## src/hdl/fsrf_pkg.sv

```systemverilog
// Shared package for the frame store rectangle fill block.
// Holds default screen size, command codes and the controller/datapath bundles.
// No dependencies.
package fsrf_pkg;

   // Default screen size in pixels
   localparam int DEFAULT_SCREEN_WIDTH  = 240;
   localparam int DEFAULT_SCREEN_HEIGHT = 320;

   // Field widths on the request and response channels
   localparam int COORD_W     = 16;
   localparam int PIXEL_W     = 16;
   localparam int CMD_W       = 2;
   localparam int REQ_TDATA_W = 88;
   localparam int RSP_TDATA_W = 24;

   // Command codes carried in a request
   typedef enum logic [CMD_W-1:0] {
      CMD_FILL  = 2'd0,
      CMD_PLOT  = 2'd1,
      CMD_READ  = 2'd2,
      CMD_NONE  = 2'd3
   } cmd_code_type;

   // Commands from the controller to the datapath
   typedef struct packed {
      logic load_req;    // capture the accepted request
      logic load_clear;  // set up a full-screen fill with zero
      logic step;        // advance the fill walk by one pixel
      logic wr;          // write the current pixel
      logic rd;          // read the current pixel
      logic load_rsp;    // load the response register
   } dp_cmd_type;

   // Status from the datapath to the controller
   typedef struct packed {
      logic fill_last;   // current pixel is the last of the rectangle
      logic drop;        // captured plot lies off screen
   } dp_status_type;

endpackage

```

## src/hdl/fsrf_datapath.sv

```systemverilog
// Datapath for the frame store rectangle fill block: clamping, corner ordering,
// the pixel walk, frame store addressing and the response register.
// Depends on fsrf_pkg.
module fsrf_datapath #(
   parameter int SCREEN_WIDTH  = fsrf_pkg::DEFAULT_SCREEN_WIDTH,
   parameter int SCREEN_HEIGHT = fsrf_pkg::DEFAULT_SCREEN_HEIGHT,
   localparam int DEPTH  = SCREEN_WIDTH * SCREEN_HEIGHT,
   localparam int ADDR_W = (DEPTH > 1) ? $clog2(DEPTH) : 1
) (
   input  logic                              clock,
   input  logic                              reset,
   input  fsrf_pkg::cmd_code_type            req_command,
   input  logic [fsrf_pkg::COORD_W-1:0]      req_x_start,
   input  logic [fsrf_pkg::COORD_W-1:0]      req_y_start,
   input  logic [fsrf_pkg::COORD_W-1:0]      req_x_end,
   input  logic [fsrf_pkg::COORD_W-1:0]      req_y_end,
   input  logic [fsrf_pkg::PIXEL_W-1:0]      req_color,
   input  fsrf_pkg::dp_cmd_type              dp_cmd,
   output fsrf_pkg::dp_status_type           dp_status,
   output logic                              ram_we,
   output logic                              ram_re,
   output logic [ADDR_W-1:0]                 ram_addr,
   output logic [fsrf_pkg::PIXEL_W-1:0]      ram_wr_data,
   input  logic [fsrf_pkg::PIXEL_W-1:0]      ram_rd_data,
   output logic [fsrf_pkg::PIXEL_W-1:0]      rsp_read_color,
   output logic                              rsp_was_dropped
);
   import fsrf_pkg::*;

   localparam int COL_W = (SCREEN_WIDTH > 1) ? $clog2(SCREEN_WIDTH) : 1;
   localparam int ROW_W = (SCREEN_HEIGHT > 1) ? $clog2(SCREEN_HEIGHT) : 1;
   localparam logic [COL_W-1:0] LAST_COL = COL_W'(SCREEN_WIDTH - 1);
   localparam logic [ROW_W-1:0] LAST_ROW = ROW_W'(SCREEN_HEIGHT - 1);

   logic [COL_W-1:0]   col_ff, col_in;
   logic [ROW_W-1:0]   row_ff, row_in;
   logic [COL_W-1:0]   x0_ff, x0_in;
   logic [COL_W-1:0]   x1_ff, x1_in;
   logic [ROW_W-1:0]   y1_ff, y1_in;
   logic [PIXEL_W-1:0] color_ff, color_in;
   logic               drop_ff, drop_in;
   logic               is_read_ff, is_read_in;
   logic [PIXEL_W-1:0] rsp_color_ff, rsp_color_in;
   logic               rsp_drop_ff, rsp_drop_in;

   logic               is_fill;
   logic               xs_off, ys_off;
   logic [COL_W-1:0]   xs_c, xe_c;
   logic [ROW_W-1:0]   ys_c, ye_c;
   logic               row_end;

   // Clamp each coordinate to the last column or row; non-fill commands use
   // the start corner for both corners.
   assign is_fill = (req_command == CMD_FILL);
   assign xs_off  = (req_x_start >= COORD_W'(SCREEN_WIDTH));
   assign ys_off  = (req_y_start >= COORD_W'(SCREEN_HEIGHT));
   assign xs_c    = xs_off ? LAST_COL : req_x_start[COL_W-1:0];
   assign ys_c    = ys_off ? LAST_ROW : req_y_start[ROW_W-1:0];
   assign xe_c    = !is_fill ? xs_c :
                    (req_x_end >= COORD_W'(SCREEN_WIDTH)) ? LAST_COL : req_x_end[COL_W-1:0];
   assign ye_c    = !is_fill ? ys_c :
                    (req_y_end >= COORD_W'(SCREEN_HEIGHT)) ? LAST_ROW : req_y_end[ROW_W-1:0];

   assign row_end             = (col_ff == x1_ff);
   assign dp_status.fill_last = row_end && (row_ff == y1_ff);
   assign dp_status.drop      = drop_ff;

   // Rectangle set-up and the row-major pixel walk
   always_comb begin
      col_in       = col_ff;
      row_in       = row_ff;
      x0_in        = x0_ff;
      x1_in        = x1_ff;
      y1_in        = y1_ff;
      color_in     = color_ff;
      drop_in      = drop_ff;
      is_read_in   = is_read_ff;
      rsp_color_in = rsp_color_ff;
      rsp_drop_in  = rsp_drop_ff;
      if (dp_cmd.load_req) begin
         x0_in      = (xs_c > xe_c) ? xe_c : xs_c;
         x1_in      = (xs_c > xe_c) ? xs_c : xe_c;
         col_in     = (xs_c > xe_c) ? xe_c : xs_c;
         row_in     = (ys_c > ye_c) ? ye_c : ys_c;
         y1_in      = (ys_c > ye_c) ? ys_c : ye_c;
         color_in   = req_color;
         drop_in    = (req_command == CMD_PLOT) && (xs_off || ys_off);
         is_read_in = (req_command == CMD_READ);
      end else if (dp_cmd.load_clear) begin
         x0_in      = '0;
         x1_in      = LAST_COL;
         col_in     = '0;
         row_in     = '0;
         y1_in      = LAST_ROW;
         color_in   = '0;
         drop_in    = 1'b0;
         is_read_in = 1'b0;
      end else if (dp_cmd.step) begin
         if (row_end) begin
            col_in = x0_ff;
            row_in = row_ff + ROW_W'(1);
         end else begin
            col_in = col_ff + COL_W'(1);
         end
      end
      // Response: stored pixel for a read, zero otherwise
      if (dp_cmd.load_rsp) begin
         rsp_color_in = is_read_ff ? ram_rd_data : '0;
         rsp_drop_in  = drop_ff;
      end
   end

   always_ff @(posedge clock) begin
      if (reset) begin
         drop_ff <= 1'b0;
      end else begin
         drop_ff <= drop_in;
      end
      col_ff       <= col_in;
      row_ff       <= row_in;
      x0_ff        <= x0_in;
      x1_ff        <= x1_in;
      y1_ff        <= y1_in;
      color_ff     <= color_in;
      is_read_ff   <= is_read_in;
      rsp_color_ff <= rsp_color_in;
      rsp_drop_ff  <= rsp_drop_in;
   end

   // Row-major frame store address
   assign ram_addr    = ADDR_W'(ADDR_W'(row_ff) * ADDR_W'(SCREEN_WIDTH)) + ADDR_W'(col_ff);
   assign ram_we      = dp_cmd.wr;
   assign ram_re      = dp_cmd.rd;
   assign ram_wr_data = color_ff;

   assign rsp_read_color  = rsp_color_ff;
   assign rsp_was_dropped = rsp_drop_ff;

endmodule

```

## config.mk

```make
export PLATFORM = sky130hd
export DESIGN_NAME = fsrf_datapath
export DESIGN_NICKNAME = d
export VERILOG_FILES = /design/src/hdl/fsrf_pkg.sv /design/src/hdl/fsrf_datapath.sv
export SDC_FILE = /design/constraint.sdc
export NUM_CORES = 1
export LEC_CHECK = 0
export ABC_AREA = 1
export ABC_CLOCK_PERIOD_IN_PS = 7600
export BUFFER_PORTS_ARGS = -buffer_cell sky130_fd_sc_hd__buf_2
export CORE_ASPECT_RATIO = 1.25
export CORE_MARGIN = 3
export CORE_UTILIZATION = 24
export DETAILED_ROUTE_END_ITERATION = 8
export HOLD_SLACK_MARGIN = 0.05
export PLACE_DENSITY = 0.42
export REMOVE_ABC_BUFFERS = 1
export SLEW_MARGIN = 5
export SYNTH_ARGS = -nofsm -noshare
export SYNTH_HDL_FRONTEND = slang
export SYNTH_SLANG_ARGS = --single-unit
```

## constraint.sdc

```tcl
create_clock -name clock -period 7.6 [get_ports clock]
set_clock_uncertainty 0.05 [all_clocks]
set_input_delay 1.52 -clock clock [delete_from_list [all_inputs] [get_ports clock]]
set_output_delay 1.52 -clock clock [all_outputs]
set_load 0.005 [all_outputs]
```

==> After elaboration in Yosys (flattened, before gate mapping) <==
Cells that the tools add are included.
{ "totals": {"ff_bits": 77, "latchBits": 0, "ram_bits": 0, "mem_bits_ro": 0, "out_inout_bits": 54, "wordCells": 61, "memories": 0} }
{ "classes": {"n_addsub": 3, "n_mul": 1, "div": 0, "n_lt_le_gt_ge": 6, "n_eq_ne": 4, "shifts": 0, "muxes": 29, "bitwise_logic": 0, "reduce_logical": 8} }
{ "ops": {"columns": ["cell", "n"], "rows": [
  ["$mux 8", 13],
  ["$mux 9", 11],
  ["$ge 16x8->1 const B", 2],
  ["$ge 16x9->1 const B", 2],
  ["$mux 16", 2],
  ["$add 17x8->17", 1],
  ["$mul 9x4->13 const B", 1],
  ["$add 9x1->9 const B", 1],
  ["$eq 9x9->1", 1],
  ["$gt 9x9->1", 1],
  ["$add 8x1->8 const B", 1],
  ["$eq 8x8->1", 1],
  ["$gt 8x8->1", 1],
  ["$reduce_bool 3->1", 2],
  ["$mux 1", 3],
  ["$eq 2x1->1 const B", 1],
  ["$eq 2x2->1 const B", 1],
  ["$logic_and 1x1->1", 2],
  ["$logic_not 2->1", 1],
  ["$reduce_and 2->1", 1],
  ["$reduce_bool 2->1", 1],
  ["$logic_or 1x1->1", 1]
]} }

==> Longest topological paths before layout <==
{ "depth": {"depth_word": 6, "depth_mapped": 20, "ltp_nobuf": 19} }

==> Least setup slack after synthesis <==
No wires, ideal clock.
{ "synth_timing": {"path_type": "register to output", "start": "register row_ff[0]", "end": "output ram_addr[16]", "t_arrival_ns": 3.261, "setup_slack_ns": 2.769, "stages_incl_launch_ff": 19, "n_path_buf": 0, "cell_sequence": "edfxtp_1 > fa_1 > inv_1 > fa_1 > fa_1 > inv_1 > ha_1 > nand2_1 > nor2_2 > nor2_1 > nor2_2 > nand2_4 > nor2_4 > nand3_2 > nor2_4 > nand2_1 > nand2_1 > nand2_1 > inv_1"} }
{ "synth_via": {"elab_chain_len": 2} }
{ "synth_lines": {"columns": ["element", "line", "source"], "rows": [
  ["start: declaration", "fsrf_datapath.sv:36", "logic [ROW_W-1:0] row_ff, row_in;"],
  ["start signal: assignment", "fsrf_datapath.sv:120", "row_ff <= row_in;"],
  ["$mul 9x4->13", "fsrf_datapath.sv:131", "assign ram_addr = ADDR_W'(ADDR_W'(row_ff) * ADDR_W'(SCREEN_WIDTH)) + ADDR_W'(col_ff);"],
  ["$add 17x8->17", "fsrf_datapath.sv:131", null],
  ["end: declaration", "fsrf_datapath.sv:22", "output logic [ADDR_W-1:0] ram_addr,"]
]} }
Every way passes these cells.

==> Worst setup path after layout <==
Same ends and word-level chain as after synthesis.

==> impl_metrics.toml <==
[run_status]
status = "complete, no violations"

[floorplanning]
start_util_pct = 24.5
coreArea_sq_um = 25300
die_x_um = 150
die_area_sq_um = 27800
placementRows = 65
io_pins = 160
die_h_um = 186

[pwr]
p_seq_share_pct = 30.1
power.total_mw = 1.76
power_frac_comb_pct = 42.9
power_switching_mw = 0.665
pwr-share-clk_pct = 27.0
cellLeakagePower_nw = 3.71
power.internal_mw = 1.10
sw_frac_of_total_pct = 37.7
power.density_nw_per_um2 = 232
max-vdd-ir-drop_mv = 0.0975

[min_path]
min_path_cells = 0
min_path_type = "reg -> reg"

[place]
io_buffers = 155
gp_congestion = 0.805
place_hpwl_um = 12700

[synthesis]
syn_area_per_cell_sq_um = 8.10
synth_area_sq_um = 6200
synthTopCellsByArea = "edfxtp_1 (37%), nand2_1 (12%), ha_1 (8.9%), inv_1 (7.3%), fa_1 (5.2%)"
synth_top_area_share_pct = 36.8
synth_top_area_cell = "edfxtp_1"
ys_types = 43
yosysWarnings = 0
synthCells = 765
yosys_register_bits = 77
ys_seq_area_share_pct = 37.1

[setup_path]
cp_slowest_cell = "fa_1"
slowest_delay_ns = 0.60
cp_common_cell = "nand2_1"
startpoint_type = "flop"
worstSetupPathType = "reg -> out"
crit_cells = 19
path_delay_family = "adder cells"
worstPathMaxFanout = 6
crit_chain = "fa_1 > inv_1 > fa_1 > fa_1 > inv_1 > ha_1 > nand2_1 > nor2_2 > nor2_1 > nor2_2 > nand2_4 > nor2_4 > nand3_2 > nor2_4 > nand2_1 > nand2_1 > nand2_1 > inv_1 > buf_2"
reg2reg_depth = 6
arrival_ns = 3.87
end_kind = "primary output"
path_buf_inv = 4
cp.required_ns = 6.03

[timing]
max_freq_mhz = 184
min_period_ns = 5.44
setup_viol = 0
worst_pin_slew_ns = 0.775
timing.setup.tns_ns = 0
slew_viol_final = 0
hold_violations = 0
rsz0062_at_grt = "no"
finalCritPeriodShare_pct = 71.6
whs_ns = 0.428
slew_headroom_pct = 48.2

[cts]
cts-resized-gates = 0
tritoncts = "built"
cts.sinks = 77
clk_latency_ns = 0.34
clk_pin_slew_ns = 0.06
clock-root-buffer = "clkbuf_16"
post-cts-setup-buffers = 0
ctsHoldBuffers = 0
cts_buffer_depth = 2
cts_made_buffers = 9
cts_htree_levels = 3

[global_route]
grt_remaining_overflow = 0
grt_usage_pct = 11.7
antenna_found_initial = 1
met2_usage_pct = 20.8
grtUsageMet3_pct = 2.73
first_global_vias = 5253
use_met1_pct = 14.2
busiest_layer = "met2"
grt_max_degree = 50
grt_pass1_wl_um = 26100

[finish]
antenna_cells = 0
area_delta_synth_final_pct = 22.8
final_core_util_pct = 30.1
drive_above_1_share_pct = 24.8
fin_nets = 1077

[route]
final_antenna_net_count = 0
vias = 5136
routed_wl_um = 15700
drc_errors = 0
drt_iter0_markers = 212
vias_per_cell = 4.11
drt_first_pass_iters = 4
routedWlPerCell_um = 12.6

[job]
max_cap_viol_count = 0
power by group through the flow:
| stage | Combinational (mW) | Clock (mW) | Sequential [mW] |
|---|---|---|---|
| 2_1_floorplan | 0.545 | 0 | 0.537 |
| 5_1_grt | 0.885 | 0.516 | 0.537 |
| 3_5_place_dp | 0.774 | 0 | 0.542 |
| 6_report | 0.755 | 0.476 | 0.531 |
| 4_1_cts | 0.776 | 0.501 | 0.533 |
| 3_3_place_gp | 0.770 | 0 | 0.541 |
cells by family after synthesis:
kind of cell    count (synthesis)  share of synthesized area (%)
fa+ha+maj                      60                           14.1
flops                          77                           37.1
compound gates                 89                           9.07
xor+xnor                       24                           3.39
simple gates                  363                           26.4
buf+inv                       152                           9.93
cell usage in the layout, fill, tap and decap left out, drive strengths merged, types with 3 or more instances in the layout:
cell and instances:
nand2 219, buf 159, inv 130, nor2 77, edfxtp 76, ha 44
nand3 42, o21ai 36, a21oi 23, fa 16, o211ai 15, xnor2 14
xor2 10, nand4 9, clkbuf 9, nor3 8, o31ai 7, or2 4
clkinv 3
Yosys cell counts:
master     instances
a21o_1             1
a21oi_1           21
a21oi_2            2
a221oi_1           1
a31oi_1            1
buf_1              2
buf_2              6
buf_4              8
buf_6              1
clkbuf_1           7
dfxtp_1            1
edfxtp_1          76
fa_1              16
ha_1              44
inv_1            121
inv_2              7
nand2_1          204
nand2_2           10
nand2_4            5
nand3_1           37
nand3_2            4
nand3_4            1
nand3b_1           2
nand4_1            9
nor2_1            64
nor2_2             8
nor2_4             5
nor3_1             8
nor3b_1            1
nor3b_4            1
o2111ai_1          2
o211ai_1          15
o21a_1             1
o21ai_0           29
o21ai_1            7
o21bai_1           1
o221ai_1           1
o31ai_1            1
o31ai_2            6
or2_1              1
or2_2              3
xnor2_1           14
xor2_1            10
cell type report:
| class | instances | area, sq um |
|---|---|---|
| clock buffer | 9 | 225 |
| clock inverter | 7 | 97.6 |
| fill | 2736 | 17700 |
| inverter | 128 | 480 |
| multi-input combinational | 536 | 3280 |
| sequential | 77 | 2300 |
| tap | 335 | 419 |
| timing repair buffer | 159 | 806 |
per-stage QoR:
stage | worst slack (ns) | cells | cell area [sq um]
floorplan | 2.77 | 741 | 6060
global placement | 2.50 | 1235 | 7290
detailed placement | 2.46 | 1235 | 7290
CTS | 2.08 | 1251 | 7610
global route | 1.79 | 1251 | 7610
finish | 2.16 | 1251 | 7610
registers in the layout (all words and copies together), names as in the netlist:
name / count
x1_ff: 8
is_read_ff: 1
x0_ff: 8
row_ff: 9
drop_ff: 1
rsp_read_color: 16
y1_ff: 9
ram_wr_data: 16
col_ff: 8
rsp_was_dropped: 1
path summary, 6_finish.rpt:
| check | endpoint | slack [ns] | start |
|---|---|---|---|
| max | ram_addr[16] | 2.16 | row_ff[0] |
| min | rsp_was_dropped | 0.43 | drop_ff |
| max reg2reg | row_ff[2] | 5.48 | col_ff[5] |
| min reg2reg | rsp_was_dropped | 0.43 | drop_ff |
per-layer routing:
metal  share of wire [%]  vias up
li1                    -     2765
met1                  45     2254
met2                  49      106
met3                 5.3        9
met4                0.93        2
met5               0.045        -
worst register-to-register path: cells and delay by family, from the launching register on:
family                    cells  cell delay, ns
buffers and inverters         1            0.22
xor gates and xnor gates      1            0.19
DFF                           1            0.52
AOI/OAI and AO/OA             1            0.28
and+or+nand+nor               3            0.55
Power figures use the tool's default switching activity.
