==> src/hdl/fsrf_pkg.sv <==
// Shared package for the frame store rectangle fill block.
// Holds default screen size, command codes and the controller/datapath bundles.
// No dependencies.
package fsrf_pkg;

   // Default screen size in pixels
   localparam int DEFAULT_SCREEN_WIDTH  = 240;
   localparam int DEFAULT_SCREEN_HEIGHT = 320;

   // Field widths on the request and response channels
   localparam int COORD_W     = 16;
   localparam int PIXEL_W     = 16;
   localparam int CMD_W       = 2;
   localparam int REQ_TDATA_W = 88;
   localparam int RSP_TDATA_W = 24;

   // Command codes carried in a request
   typedef enum logic [CMD_W-1:0] {
      CMD_FILL  = 2'd0,
      CMD_PLOT  = 2'd1,
      CMD_READ  = 2'd2,
      CMD_NONE  = 2'd3
   } cmd_code_type;

   // Commands from the controller to the datapath
   typedef struct packed {
      logic load_req;    // capture the accepted request
      logic load_clear;  // set up a full-screen fill with zero
      logic step;        // advance the fill walk by one pixel
      logic wr;          // write the current pixel
      logic rd;          // read the current pixel
      logic load_rsp;    // load the response register
   } dp_cmd_type;

   // Status from the datapath to the controller
   typedef struct packed {
      logic fill_last;   // current pixel is the last of the rectangle
      logic drop;        // captured plot lies off screen
   } dp_status_type;

endpackage

==> src/hdl/fsrf_ctrl.sv <==
// Controller state machine for the frame store rectangle fill block.
// Sequences the clearing pass, fills, plots, reads and responses.
// Depends on fsrf_pkg.
module fsrf_ctrl (
   input  logic                   clock,
   input  logic                   reset,
   input  logic                   req_tvalid,
   output logic                   req_tready,
   input  fsrf_pkg::cmd_code_type req_command,
   output logic                   rsp_tvalid,
   input  logic                   rsp_tready,
   output fsrf_pkg::dp_cmd_type   dp_cmd,
   input  fsrf_pkg::dp_status_type dp_status
);
   import fsrf_pkg::*;

   typedef enum logic [2:0] {
      ST_INIT,
      ST_CLEAR,
      ST_IDLE,
      ST_FILL,
      ST_PLOT,
      ST_READ,
      ST_RESPOND
   } state_type;

   state_type state_ff;
   state_type state_in;
   logic      rsp_valid_ff;
   logic      rsp_valid_in;
   logic      req_accept;
   logic      rsp_free;

   assign req_tready = (state_ff == ST_IDLE);
   assign req_accept = req_tvalid && req_tready;
   assign rsp_free   = !rsp_valid_ff || rsp_tready;
   assign rsp_tvalid = rsp_valid_ff;

   // Next state and datapath commands
   always_comb begin
      state_in     = state_ff;
      rsp_valid_in = rsp_valid_ff && !rsp_tready;
      dp_cmd       = '0;
      case (state_ff)
         ST_INIT: begin
            dp_cmd.load_clear = 1'b1;
            state_in          = ST_CLEAR;
         end
         ST_CLEAR: begin
            dp_cmd.wr   = 1'b1;
            dp_cmd.step = 1'b1;
            if (dp_status.fill_last) begin
               state_in = ST_IDLE;
            end
         end
         ST_IDLE: begin
            if (req_accept) begin
               dp_cmd.load_req = 1'b1;
               case (req_command)
                  CMD_FILL: state_in = ST_FILL;
                  CMD_PLOT: state_in = ST_PLOT;
                  CMD_READ: state_in = ST_READ;
                  default:  state_in = ST_RESPOND;
               endcase
            end
         end
         ST_FILL: begin
            dp_cmd.wr   = 1'b1;
            dp_cmd.step = 1'b1;
            if (dp_status.fill_last) begin
               state_in = ST_RESPOND;
            end
         end
         ST_PLOT: begin
            dp_cmd.wr = !dp_status.drop;
            state_in  = ST_RESPOND;
         end
         ST_READ: begin
            dp_cmd.rd = 1'b1;
            state_in  = ST_RESPOND;
         end
         ST_RESPOND: begin
            // Wait until the response register is free
            if (rsp_free) begin
               dp_cmd.load_rsp = 1'b1;
               rsp_valid_in    = 1'b1;
               state_in        = ST_IDLE;
            end
         end
         default: begin
            state_in = ST_INIT;
         end
      endcase
   end

   // State and registered response valid
   always_ff @(posedge clock) begin
      if (reset) begin
         state_ff     <= ST_INIT;
         rsp_valid_ff <= 1'b0;
      end else begin
         state_ff     <= state_in;
         rsp_valid_ff <= rsp_valid_in;
      end
   end

endmodule

==> config.mk <==
export PLATFORM = sky130hd
export DESIGN_NAME = fsrf_ctrl
export DESIGN_NICKNAME = d
export VERILOG_FILES = /design/src/hdl/fsrf_pkg.sv /design/src/hdl/fsrf_ctrl.sv
export SDC_FILE = /design/constraint.sdc
export NUM_CORES = 1
export LEC_CHECK = 0
export BUFFER_PORTS_ARGS = -buffer_cell sky130_fd_sc_hd__buf_2
export CELL_PAD_IN_SITES_DETAIL_PLACEMENT = 0
export CELL_PAD_IN_SITES_GLOBAL_PLACEMENT = 1
export CORE_AREA = 2 2 39 41
export CTS_BUF_LIST = sky130_fd_sc_hd__clkbuf_8
export CTS_CLUSTER_SIZE = 28
export DETAILED_ROUTE_END_ITERATION = 8
export DIE_AREA = 0 0 41 43
export GPL_TIMING_DRIVEN = 0
export PLACE_DENSITY_LB_ADDON = 0.1
export SLEW_MARGIN = 20
export SYNTH_ARGS = -nofsm -noshare
export SYNTH_HDL_FRONTEND = slang
export SYNTH_SLANG_ARGS = --single-unit
==> constraint.sdc <==
create_clock -name clock -period 1.9 [get_ports clock]
set_input_delay 0.475 -clock clock [delete_from_list [all_inputs] [get_ports clock]]
set_output_delay 0.475 -clock clock [all_outputs]
set_load 0.01 [all_outputs]
---- Word level (Yosys, flattened, before mapping) ----
Cells that the tools add are included.
storage, ports and cells
  register bits ........................... 4
  input bits .............................. 8
cells by class
  equal/unequal tests ..................... 12
  reductions and logical operators ........ 11
  muxes and demuxes ....................... 16
operator list
  cell                number
  $pmux 3 s6          1
  $mux 3              4
  $eq 3x3->1 const B  3
  $mux 1              9
  $pmux 3 s3          1
  $eq 3x2->1 const B  2
  $ne 2x2->1 const B  3
  $reduce_and 4->1    1
  $reduce_or 2->1     2
  $eq 3x1->1 const B  1
  $logic_not 1->1     3
  $logic_not 3->1     1
  $eq 2x1->1 const B  1
  $eq 2x2->1 const B  1
  $logic_and 1x1->1   2
  $logic_not 2->1     1
  $ne 2x1->1 const B  1
  $pmux 1 s2          1
  $logic_or 1x1->1    1

---- Longest topological paths before layout ----
Gate-level depths: netlist of run 1.
  depth in word-level cells ............... 4
  depth in mapped cells ................... 5

---- Least setup slack after synthesis of run 1 ----
Ideal clock, no wire load.
  kind .................................... register -> output
  from .................................... register state_ff[1]
  to ...................................... output dp_cmd[5] (netlist bit)
  path buffers ............................ 0
  stages on the path, launching flop included .. 4
  data required time ...................... 1.425 ns
  arrival time ............................ 0.930 ns
  path slack .............................. 0.495 ns
  cells stage by stage .................... dfxtp_1 -> and2b_1 -> and2b_1 -> and2_1
RTL lines
  element                 RTL line          RTL
  from (decl)             fsrf_ctrl.sv:27   state_type state_ff;
  from (signal assigned)  fsrf_ctrl.sv:102  state_ff <= state_in;
  to (decl)               fsrf_ctrl.sv:12   output fsrf_pkg::dp_cmd_type dp_cmd,

==> results.json, run 1 <==
{
  "die_area_um2": 1760,
  "cts_made_buffers": 3,
  "cp-start-kind": "register",
  "synth_area_leaders": "dfxtp_1 (26%), ha_1 (12%), nor4b_1 (5.7%)",
  "wirelength_um": 745,
  "place_worst_setup_slack_ns": 0.363,
  "r2r_cells": 4,
  "synthCells": 39,
  "skew_ns": 0.00425,
  "nets": 70,
  "crit_path_start": "state_ff[1]",
  "power_leakage_nw": 0.239,
  "netlist_area_um2": 309,
  "finalCritPeriodShare_pct": 92.7,
  "dr.pass1.iters": 3,
  "port-buffer-count": 15,
  "core.rowCount": 14,
  "overflow": 0,
  "antenna_cells": 0,
  "area_growth_pct": 44.1,
  "final_cell_mix": "buf_2 (16), inv_1 (4), dfxtp_1 (4)",
  "drive_gt1_share_pct": 35.1,
  "start_util_pct": 22.3,
  "postCtsSetupBuffers": 0,
  "slew_headroom_pct": 81.3,
  "finalSetupViolations": 0,
  "multi_input_area_um2": 201,
  "synth_nets": 50,
  "period_minus_slack_ns": 1.76,
  "first_global_vias": 318,
  "setup_ws_ns": 0.138,
  "dp.cells": 70,
  "clk_pin_slew_ns": 0.03,
  "criticalPathCategory": "register to output port",
  "cts_hold_buf": 0,
  "met1_length_um": 333,
  "cts_tree": "done",
  "grt_max_degree": 11,
  "fill_cells": 160,
  "finalMaxSlewViolations": 0,
  "drv_cap": 0,
  "setup_tns_ns": 0,
  "htree_levels": 1,
  "antenna_found_initial": 0,
  "dp_hpwl_um": 586,
  "die_w_um": 41,
  "reg2reg_slack_ns": 0.84,
  "via_per_inst": 4.58,
  "hold_violations": 0,
  "highest_layer": "met3",
  "r2r-start": "state_ff[0]",
  "ys_seq_elements": 4,
  "pin_count": 16,
  "worstReg2RegEnd": "state_ff[2]",
  "worstHoldEndpoint": "rsp_tvalid",
  "clock-root-buffer": "clkbuf_8",
  "rsz0062_at_grt": "no",
  "cts_resized": 0,
  "holdCritStartpoint": "reset",
  "grt_pass1_wl_um": 1210,
  "hold_class": "input pin to register",
  "synth_top_area_share_pct": 25.9,
  "run_status": "finished, final reports clean",
  "cp.arrival_ns": 1.29,
  "worst_pin_slew_ns": 0.280,
  "grt_usage_pct": 10.4,
  "clk_latency_ns": 0.22,
  "cts_buffer_depth": 2,
  "pwr_density_cell_nw_per_um2": 796,
  "met2_length_um": 366,
  "finalNonFillerCells": 73,
  "clock-sinks": 4,
  "hold_depth": 2,
  "synth_top_cell_by_area": "dfxtp_1",
  "wl_met3_um": 45,
  "seq_area_um2": 80.1,
  "ir_worst_vdd_uv": 327,
  "end_kind": "output port",
  "drt_iter0_markers": 6,
  "yosysUniqueCellTypes": 24,
  "crit_fanout": 9,
  "worst-endpoint-required_ns": 1.42,
  "die_y_um": 43,
  "gp_congestion": 0.662,
  "post-route-util_pct": 32.2,
  "post_drt_wl_per_cell_um": 10.2,
  "layout_commonest_cell": "buf_2",
  "vias": 334,
  "ant_nets": 0,
  "synth_area_per_cell_um2": 7.92,
  "core-area_um2": 1380,
  "synth.yosys.seq_area_share_pct": 25.9,
  "fmax_ghz": 0.567,
  "yosysWarnings": 0,
  "drc": 0
}
registers in the layout (all words and copies together) (netlist names):
register / flops
state_ff: 3
rsp_tvalid: 1
where the power goes:
| group | leakage [nW] | total, mW | switching, mW | internal [mW] |
|---|---|---|---|---|
| combinational | 0.184 | 0.0800 | 0.0410 | 0.0390 |
| clock | 0.0216 | 0.177 | 0.0424 | 0.135 |
| sequential | 0.0328 | 0.0971 | 0.00648 | 0.0907 |
| total | 0.239 | 0.354 | 0.0899 | 0.265 |
metrics by stage:
step | hold slack (ns) | power, mW | cell area [um^2]
after detailed placement | 0.527 | 0.179 | 404
after global routing | 0.500 | 0.378 | 445
after global placement | 0.526 | 0.180 | 404
after CTS | 0.481 | 0.361 | 445
final | 0.483 | 0.354 | 445
after floorplan | 0.517 | 0.147 | 309
final cells by class:
class / instances / share of cell area, %
sequential: 4 / 18.0
clock buffer: 3 / 9.27
multi-input combinational: 29 / 45.2
tap: 16 / 4.49
buffer: 2 / 2.81
inverter: 4 / 3.37
timing repair buffer: 15 / 16.9
routing by layer:
layer / vias to the layer above / track usage (%)
met5: - / 0
met3: 0 / 6.28
met2: 13 / 15.6
met4: 0 / 4.00
li1: 170 / -
met1: 151 / 11.6
cells in the mapped netlist:
cell type,number
o21ai_0,2
dfxtp_1,4
nor3_1,2
nor2_1,2
nand2_1,2
nand2b_1,1
nor4b_1,2
buf_2,1
o211ai_1,1
a21oi_1,1
a32o_1,1
nor2b_1,2
a22o_1,1
a21o_1,1
a211oi_1,1
ha_1,3
inv_1,4
and2b_1,2
nand3_1,1
and3_1,1
and2_1,1
or2_1,1
nor3b_1,1
buf_4,1
worst max-delay path by stage:
stage | end | depth (start not counted)
after floorplan | dp_cmd[5] | 3
after global placement | dp_cmd[5] | 4
after detailed placement | dp_cmd[5] | 4
after CTS | dp_cmd[5] | 4
after global routing | dp_cmd[5] | 4
final | dp_cmd[5] | 4
logic make-up (layout without fill, tap and decap cells):
kind of cell	Yosys count	count (layout)	share of synthesized area, %
flip-flops	4	4	25.9
buffers and inverters	6	24	8.90
AND/OR/NAND/NOR	18	18	34.8
adder cells (fa/ha/maj)	3	3	12.1
AO/OA/AOI/OAI	8	8	18.2
critical path, cell delays in order (launching register included):
cell	delay, ns
dfxtp_1	0.47
and2b_1	0.23
and2b_1	0.15
and2_1	0.11
buf_2	0.12
Note: power is estimated with default switching activity, not from simulation.
==> inputs of run 2 (changes only) <==
--- a/config.mk
+++ b/config.mk
@@ -7,7 +7,7 @@
 export LEC_CHECK = 0
 export BUFFER_PORTS_ARGS = -buffer_cell sky130_fd_sc_hd__buf_2
 export CELL_PAD_IN_SITES_DETAIL_PLACEMENT = 0
-export CELL_PAD_IN_SITES_GLOBAL_PLACEMENT = 1
+export CELL_PAD_IN_SITES_GLOBAL_PLACEMENT = 2
 export CORE_AREA = 2 2 39 41
 export CTS_BUF_LIST = sky130_fd_sc_hd__clkbuf_8
 export CTS_CLUSTER_SIZE = 28
==> results.json, run 2 (synthesized netlist as in run 1, its figures left out) <==
{
  "run_status": "finished, final reports clean",
  "critPathMaxStageDelay_ns": 0.47,
  "overflow": 0,
  "drv_cap": 0,
  "pin_count": 16,
  "ir_worst_vdd_uv": 385,
  "cts_tree": "done",
  "drive_gt1_share_pct": 35.1,
  "setup_tns_ns": 0,
  "grt_max_degree": 11,
  "hold_class": "input pin to register",
  "cp.arrival_ns": 1.29,
  "crit_fanout": 9,
  "start_util_pct": 22.3,
  "gp_congestion": 0.731,
  "criticalPathCategory": "register to output port",
  "final_cell_mix": "buf_2 (16), inv_1 (4), dfxtp_1 (4)",
  "dp_hpwl_um": 587,
  "finalCritPeriodShare_pct": 92.9,
  "top_register": "state_ff",
  "dr.pass1.iters": 4,
  "clock-root-buffer": "clkbuf_8",
  "worst_pin_slew_ns": 0.285,
  "pwr_density_cell_nw_per_um2": 796,
  "htree_levels": 1,
  "clock-sinks": 4,
  "power_leakage_nw": 0.239,
  "fmax_ghz": 0.567,
  "core.rowCount": 14,
  "hold_depth": 2,
  "first_global_vias": 277,
  "cp-start-kind": "register",
  "wirelength_um": 786,
  "ant_nets": 0,
  "crit_buf_inv": 1,
  "cp_top_family": "simple AND/OR/NAND/NOR gates",
  "antenna_cells": 0,
  "hold_violations": 0,
  "rsz0062_at_grt": "no",
  "area_growth_pct": 44.1,
  "cts_made_buffers": 3,
  "die_w_um": 41,
  "path_cells": "and2b_1 -> and2b_1 -> and2_1 -> buf_2",
  "core-area_um2": 1380,
  "antenna_found_initial": 0,
  "nets": 70,
  "cts_hold_buf": 0,
  "via_per_inst": 4.64,
  "worstReg2RegEnd": "state_ff[2]",
  "clk_pin_slew_ns": 0.03,
  "finalSetupViolations": 0,
  "r2r-start": "state_ff[0]",
  "cts_resized": 0,
  "worst-endpoint-required_ns": 1.42,
  "drc": 0,
  "dpl_cell_area_um2": 404,
  "die_y_um": 43,
  "drt_iter0_markers": 7,
  "post_drt_wl_per_cell_um": 10.8,
  "grt_pass1_wl_um": 1160,
  "finalMaxSlewViolations": 0,
  "worstHoldEndpoint": "rsp_tvalid",
  "cts_buffer_depth": 2,
  "r2r_cells": 4,
  "die_area_um2": 1760,
  "vias": 339,
  "period_minus_slack_ns": 1.77,
  "grt_usage_pct": 10.3,
  "crit_path_frequent_cell": "and2b_1",
  "cp_slowest_cell": "dfxtp_1",
  "end_kind": "output port",
  "largest_reg_flops": 3,
  "holdCritStartpoint": "reset",
  "slew_headroom_pct": 80.7,
  "port-buffer-count": 15,
  "fin_area_um2": 445,
  "skew_ns": 0.00261,
  "postCtsSetupBuffers": 0,
  "reg2reg_slack_ns": 0.86,
  "layout_commonest_cell": "buf_2",
  "clk_latency_ns": 0.22
}
==> run 2: power breakdown <==
part	total, mW	switching, mW	internal [mW]
sequential	0.0972	0.00651	0.0907
combinational	0.0800	0.0409	0.0391
clock	0.178	0.0427	0.135
==> run 2: cell type report <==
type	count	area, um^2
sequential	4	80.1
inverter	4	15.0
tap	16	20.0
buffer	2	12.5
fill	165	938
multi-input combinational	29	201
clock buffer	3	41.3
timing repair buffer	15	75.1
==> run 2: layer usage <==
metal	vias to the layer above	share of wire (%)	GRT usage [%]
met3	0	8.1	7.85
met2	15	47	13.1
met1	152	45	12.8
met5	-	0	0
li1	172	-	-
met4	0	0	4.00
==> run 2: metrics by stage <==
stage                     util, %  setup WS, ns  hold WS, ns  instances  power (mW)
after floorplan                 -         0.495        0.517         39       0.147
after global placement       29.2         0.382        0.496         70       0.177
after detailed placement     29.2         0.363        0.511         70       0.179
after CTS                    32.2         0.128        0.483         73       0.360
after global routing         32.2        0.0211        0.494         73       0.379
final                        32.2         0.135        0.486         73       0.355
==> run 2: worst max path at each step <==
stage / startpoint / end / slack (ns) / depth (start not counted)
2_1_floorplan: state_ff[1] / dp_cmd[5] / 0.50 / 3
4_1_cts: state_ff[1] / dp_cmd[5] / 0.13 / 4
3_3_place_gp: state_ff[1] / dp_cmd[5] / 0.38 / 4
3_5_place_dp: state_ff[1] / dp_cmd[5] / 0.36 / 4
5_1_grt: state_ff[1] / dp_cmd[5] / 0.02 / 4
6_report: state_ff[1] / dp_cmd[5] / 0.13 / 4
==> run 2: worst reg2reg max path, stage by stage (launching register included) <==
cell and delay (ns):
dfxtp_1 0.31, buf_4 0.16, nor2_1 0.06, a22o_1 0.20
a32o_1 0.21
